===== config.mk =====
export PLATFORM = sky130hd
export DESIGN_NAME = bdi_cover_stage
export DESIGN_NICKNAME = d
export VERILOG_FILES = /design/src/hw/rtl/bdi_pkg.sv /design/src/hw/rtl/bdi_cover_stage.sv
export SDC_FILE = /design/constraint.sdc
export NUM_CORES = 2
export LEC_CHECK = 0
export BUFFER_PORTS_ARGS = -buffer_cell sky130_fd_sc_hd__buf_2
export CORE_AREA = 2 2 432 434
export DETAILED_ROUTE_END_ITERATION = 8
export DIE_AREA = 0 0 434 436
export PLACE_DENSITY = 0.69
export REMOVE_ABC_BUFFERS = 1
export SLEW_MARGIN = 5
export SYNTH_ARGS = -nofsm -noshare
export SYNTH_HDL_FRONTEND = slang
export SYNTH_SLANG_ARGS = --single-unit

===== constraint.sdc =====
create_clock -name i_clk -period 11.7 [get_ports i_clk]
set_clock_uncertainty 0.2 [all_clocks]
set_input_delay 3.51 -clock i_clk [delete_from_list [all_inputs] [get_ports i_clk]]
set_output_delay 3.51 -clock i_clk [all_outputs]
set_load 0.01 [all_outputs]

===== src/hw/rtl/bdi_pkg.sv =====
// Shared types, size codes and cover-test functions for the BDI line size estimator.
`timescale 1ns / 1ps

package bdi_pkg;

    localparam int LINE_BITS = 512;

    typedef logic [LINE_BITS-1:0] t_line;
    typedef logic [6:0]           t_size;

    localparam logic [63:0] LIM_1B = 64'h0000_0000_0000_00FF;
    localparam logic [63:0] LIM_2B = 64'h0000_0000_0000_FFFF;
    localparam logic [63:0] LIM_4B = 64'h0000_0000_FFFF_FFFF;

    localparam t_size SIZE_ZERO  = 7'd1;
    localparam t_size SIZE_REP4  = 7'd4;
    localparam t_size SIZE_REP8  = 7'd8;
    localparam t_size SIZE_B8D1  = 7'd24;
    localparam t_size SIZE_B4D1  = 7'd24;
    localparam t_size SIZE_B8D2  = 7'd32;
    localparam t_size SIZE_B2D1  = 7'd36;
    localparam t_size SIZE_B4D2  = 7'd40;
    localparam t_size SIZE_B8D4  = 7'd48;
    localparam t_size SIZE_RAW   = 7'd64;

    typedef struct packed {
        t_line       line;
        logic [7:0]  c8d1;
        logic [7:0]  c8d2;
        logic [7:0]  c8d4;
        logic [15:0] c4d1;
        logic [15:0] c4d2;
        logic [31:0] c2d1;
        logic        zero;
        logic        same8;
        logic        same4;
    } t_s1;

    typedef struct packed {
        t_s1         s1;
        logic [63:0] b8d1;
        logic [63:0] b8d2;
        logic [63:0] b8d4;
        logic [31:0] b4d1;
        logic [31:0] b4d2;
        logic [15:0] b2d1;
    } t_s2;

    // |a - b| <= lim on the unwrapped difference
    function automatic logic cov64(input logic [63:0] a, input logic [63:0] b,
                                   input logic [63:0] lim);
        logic [64:0] d;
        d = {1'b0, a} - {1'b0, b};
        return d[64] ? (~d[63:0] < lim) : (d[63:0] <= lim);
    endfunction

    function automatic logic cov32(input logic [31:0] a, input logic [31:0] b,
                                   input logic [31:0] lim);
        logic [32:0] d;
        d = {1'b0, a} - {1'b0, b};
        return d[32] ? (~d[31:0] < lim) : (d[31:0] <= lim);
    endfunction

    function automatic logic cov16(input logic [15:0] a, input logic [15:0] b,
                                   input logic [15:0] lim);
        logic [16:0] d;
        d = {1'b0, a} - {1'b0, b};
        return d[16] ? (~d[15:0] < lim) : (d[15:0] <= lim);
    endfunction

endpackage


===== src/hw/rtl/bdi_cover_stage.sv =====
// Stage 1: cover test of every element against the first base, plus zero and repeat checks.
`timescale 1ns / 1ps

module bdi_cover_stage
    import bdi_pkg::*;
(
    input  logic  i_clk,
    input  logic  i_load,
    input  t_line i_line,
    output t_s1   o_q
);

    t_s1 r_q;
    t_s1 n_q;

    always_comb begin
        logic [63:0] e8;
        logic [31:0] e4;
        logic [15:0] e2;
        n_q       = '0;
        n_q.line  = i_line;
        n_q.zero  = (i_line == '0);
        n_q.same8 = 1'b1;
        n_q.same4 = 1'b1;
        for (int i = 0; i < 8; i++) begin
            e8 = i_line[i*64 +: 64];
            n_q.c8d1[i] = cov64(i_line[63:0], e8, LIM_1B);
            n_q.c8d2[i] = cov64(i_line[63:0], e8, LIM_2B);
            n_q.c8d4[i] = cov64(i_line[63:0], e8, LIM_4B);
            if (e8 != i_line[63:0]) begin
                n_q.same8 = 1'b0;
            end
        end
        for (int i = 0; i < 16; i++) begin
            e4 = i_line[i*32 +: 32];
            n_q.c4d1[i] = cov32(i_line[31:0], e4, LIM_1B[31:0]);
            n_q.c4d2[i] = cov32(i_line[31:0], e4, LIM_2B[31:0]);
            if (e4 != i_line[31:0]) begin
                n_q.same4 = 1'b0;
            end
        end
        for (int i = 0; i < 32; i++) begin
            e2 = i_line[i*16 +: 16];
            n_q.c2d1[i] = cov16(i_line[15:0], e2, LIM_1B[15:0]);
        end
    end

    always_ff @(posedge i_clk) begin
        if (i_load) begin
            r_q <= n_q;
        end
    end

    assign o_q = r_q;

endmodule


After elaboration in Yosys (flattened, before gate mapping) --
Index checks and enable logic that the tools add are counted.
Word-level totals: flip-flop bits (word level) 603, output and inout bits 603
Cells by class: $add $sub $neg 56, $lt $le $gt $ge 176, equal/unequal tests 22, multiplexer cells 90, bitwise gates (word level) 56, reduce and logical (&&, ||, !) cells 3
Operator list (number):
- 16-bit by 16-bit subtractor with 17-bit output | 32
- 32-bit by 32-bit subtractor with 33-bit output | 16
- 64-bit by 64-bit subtractor with 65-bit output | 8
- 16-bit by 8-bit <= comparator with 1-bit output, second input constant | 32
- 32-bit by 16-bit <= comparator with 1-bit output, second input constant | 16
- 32-bit by 8-bit <= comparator with 1-bit output, second input constant | 16
- 64-bit by 16-bit <= comparator with 1-bit output, second input constant | 8
- 64-bit by 32-bit <= comparator with 1-bit output, second input constant | 8
- 64-bit by 8-bit <= comparator with 1-bit output, second input constant | 8
- 512-bit logical NOT | 1
- 16-bit by 8-bit < comparator with 1-bit output, second input constant | 32
- 32-bit by 16-bit < comparator with 1-bit output, second input constant | 16
- 32-bit by 8-bit < comparator with 1-bit output, second input constant | 16
- 64-bit by 16-bit < comparator with 1-bit output, second input constant | 8
- 64-bit by 32-bit < comparator with 1-bit output, second input constant | 8
- 64-bit by 8-bit < comparator with 1-bit output, second input constant | 8
- 16-bit NOT | 32
- 32-bit NOT | 16
- 64-bit NOT | 8
- 32-bit inequality test | 15
- 64-bit inequality test | 7
- 1-bit two-way mux | 90
- 14-bit OR reduction | 1
- 6-bit OR reduction | 1

Depth between registers and ports, before layout --
depth in word-level cells 4, gate-level depth with buffers 18, depth with buffers taken out 17

Worst setup path before layout --
No wires, ideal clock.
path kind in2reg, start input port i_line[0], end register r_q, in the netlist o_q[73], data pin, arrival time 7888 ps, data required time 11370 ps, setup slack 3482 ps, cell stages on the path 16, path buffers 0, cells stage by stage inv_1 > ha_1 > inv_1 > fa_1 > a211oi_1 > o21ai_1 > a21oi_1 > a2111oi_4 > a211oi_2 > o21a_1 > xor2_1 > or4_1 > or4_1 > or4_1 > nor3_2 > a2bb2o_1
RTL lines:
- from (decl) | line bdi_cover_stage.sv:9 | input t_line i_line,
- to (signal assigned) | line bdi_cover_stage.sv:50 | r_q <= n_q;
- to (decl) | line bdi_cover_stage.sv:13 | t_s1 r_q;

==> impl_metrics.json <==
{
  "outcome": "completed",
  "post_route_clock_period_utilization_pct": 83.6,
  "final_routed_wirelength_um": 462000,
  "floorplan.die.height_um": 436,
  "tritoncts": "built",
  "synth_cells": 9633,
  "ioPinCount": 1117,
  "grt_pass1_wl_um": 623000,
  "clkSinkCount": 597,
  "power_switching_w": 0.00426,
  "drc_errors": 0,
  "num-nets-final": 12200,
  "critical_path_buf_inv_count": 2,
  "die_width_um": 434,
  "cts-root-to-sink-buffers": 3,
  "via_count_of_the_first_global_routing_pass": 80448,
  "cts-htree-levels": 3,
  "critical_path_arrival_ns": 10.09,
  "worst_slew_margin_rel_pct": 2.50,
  "floorplan.die_area_um2": 189000,
  "timing.critical_path.from_type": "input port",
  "critPathLaunch": "i_line[9]",
  "post-synth-top-area-fraction_pct": 23.0,
  "synth.ff_latch_count": 597,
  "synth_async_sr_flop_share_pct": 0,
  "post-synth-top-area-cell": "edfxtp_1",
  "via_per_inst": 6.64,
  "std_cell_rows": 158,
  "powerDensity_nw_per_um2": 109,
  "count_of_warnings_emitted_by_yosys": 0,
  "ys_types": 121,
  "first_pass_iters": 6,
  "pre_cts_slack_ns": 1.68,
  "internal-power_w": 0.00545,
  "gr-usage-all-layers_pct": 46.7,
  "synth-edff-count": 597,
  "sequentialPowerShare_pct": 26.7,
  "via_count": 88292,
  "power.share.switching_pct": 43.9,
  "antenna_violating_nets_post_route": 0,
  "worst-slew-pin-transition_ns": 1.45,
  "crit_path_top_delay_cell": "nor4_1",
  "maxClockFrequency_ghz": 0.102,
  "post-dp-hpwl_um": 376000,
  "power.leakage_nw": 39.4,
  "grt_setup_unrepaired": "no",
  "slew_viol_final": 0,
  "max_stage_delay_ns": 1.05,
  "accumulated_negative_setup_slack_ns": 0,
  "fin_area_um2": 89400,
  "timing_hold_violations_final": 0,
  "layout.cells.most_common_list": "1,108 x buf_2, 960 x ha_1, 935 x a21oi_1",
  "max-cap-violations": 0,
  "numCtsBuffers": 72,
  "syn2layout_area_growth_pct": 14.6,
  "power.share.combinational_pct": 48.4,
  "vdd_drop_max_mv": 0.120,
  "min-delay-path-class": "input port to flop",
  "floorplan.initialDensity_pct": 42.2,
  "final_critical_path_time_including_i_o_delays_and_setup_ns": 9.78,
  "grt_remaining_overflow": 0,
  "grt_start_max_net_pins": 161,
  "critical_path_endpoint": "o_q[71]",
  "timing.setup.critical_path_class": "input port to flop",
  "layout-drive-gt1-share_pct": 14.3,
  "n_fill_cell": 18354,
  "synth-main-ff-cell": "edfxtp_1",
  "post_cts.resized_instances": 0,
  "timing.critical_path.fanout_max": 14,
  "synthesis.area_um2": 78000,
  "cts_post_setup_buffers_inserted": 0,
  "postPlaceCellArea_um2": 86800,
  "synth.yosys.seq_area_share_pct": 23.0,
  "clk_pin_slew_ns": 0.05,
  "largest_register_ff_count": 597,
  "io_buffer_count": 1110,
  "drtIter0Drc": 11771,
  "clock_power_share_pct": 24.9,
  "floorplan.core_area_um2": 185000,
  "path_depth": 16,
  "timing.critical_path.cells": "buf_2 -> buf_4 -> ha_1 -> nand3_1 -> nor4_1 -> o211ai_1 -> a21oi_1 -> nor2_1 -> o21bai_1 -> a31oi_1 -> xnor2_1 -> or4_1 -> nor4_1 -> nor2b_1 -> nor2b_1 -> o21bai_1",
  "type_of_element_capturing_the_critical_path": "flop",
  "place_congestion": 1.08,
  "most_common_cell_after_layout_fill_and_taps_aside": "buf_2",
  "synth_area_per_cell_um2": 8.10,
  "route.detailed.wl_per_inst_um": 34.7,
  "timing.critical_path.max_delay_family": "simple AND/OR/NAND/NOR gates",
  "netlist_top_cells_area": "edfxtp_1 23%, ha_1 15%, a21oi_1 6.0%",
  "antenna_found_initial": 87,
  "clock-root-buffer": "clkbuf_16",
  "finish_stage_setup_viols": 0,
  "finalWorstSetupSlack_ns": 1.92,
  "crit_required_ns": 12.01,
  "holdBufCountCts": 0
}
[routing by layer]
metal / global-route usage, % / share of wire (%) / up-vias / routed length [um]
li1: - / - / 38416 / -
met1: 57.2 / 38 / 42414 / 174000
met2: 66.5 / 41 / 6000 / 187000
met3: 12.9 / 12 / 1428 / 53100
met4: 41.5 / 10 / 34 / 47200
met5: 0 / 0.046 / - / 212
[kinds of logic after synthesis]
family	after synthesis	synth area share [%]
AND/OR/NAND/NOR	3132	20.9
AO/OA/AOI/OAI	2988	24.9
buffers and inverters	1077	5.31
adder cells (fa/ha/maj)	991	16.2
XOR/XNOR	780	8.76
flip-flops	597	23.0
multiplexers	67	0.895
other	1	0.00481
[per-stage QoR]
stage	total power (W)	util, %	instances	hold WS (ns)
2_1_floorplan	0.00543	-	9374	3.41
3_3_place_gp	0.00714	47.0	13101	3.52
3_5_place_dp	0.00713	47.0	13101	3.52
4_1_cts	0.00955	48.3	13227	2.71
5_1_grt	0.0101	48.3	13241	2.76
6_report	0.00971	48.4	13287	2.76
[power by group through the flow]
stage               logic [W]  registers, W  clock network [W]
CTS                   0.00453       0.00259            0.00243
finish                0.00470       0.00260            0.00242
floorplan             0.00272       0.00271                  0
global route          0.00497       0.00261            0.00249
detailed placement    0.00450       0.00263                  0
global placement      0.00450       0.00263                  0
[worst min-delay path by stage]
stage / end / startpoint / slack [ns] / depth (start not counted)
global placement: o_q[340] / i_line[249] / 3.52 / 1
detailed placement: o_q[275] / i_line[184] / 3.52 / 1
global route: o_q[530] / i_line[439] / 2.76 / 1
finish: o_q[407] / i_line[316] / 2.76 / 1
floorplan: o_q[100] / i_line[9] / 3.41 / 0
CTS: o_q[530] / i_line[439] / 2.71 / 1
[cell type report]
type	count	area [um^2]	area share, %
Tap cell	2480	3100	3.47
Clock buffer	78	1820	2.04
Inverter	813	3050	3.41
Clock inverter	48	597	0.668
Timing Repair Buffer	1247	6700	7.49
Multi-Input combinational cell	7964	56000	62.7
Antenna cell	60	150	0.168
Sequential cell	597	17900	20.1
[Yosys cell counts, types with 45 or more instances]
master,n
ha_1,960
a21oi_1,935
inv_1,812
nand2_1,700
nor2_1,622
edfxtp_1,597
o21ai_0,528
xnor2_1,464
a21o_1,422
nand4_1,341
xor2_1,316
nor4_1,269
nor3_1,254
nand3_1,222
clkbuf_1,209
o21bai_1,167
nor2b_1,114
o21a_1,109
nand2b_1,103
a31oi_1,93
and3_1,84
o31ai_1,71
a211oi_1,63
or4_1,63
a21boi_0,54
o211ai_1,54
and2_1,50
or3_1,48
mux2i_1,45
(Power assumes the default switching activity.)
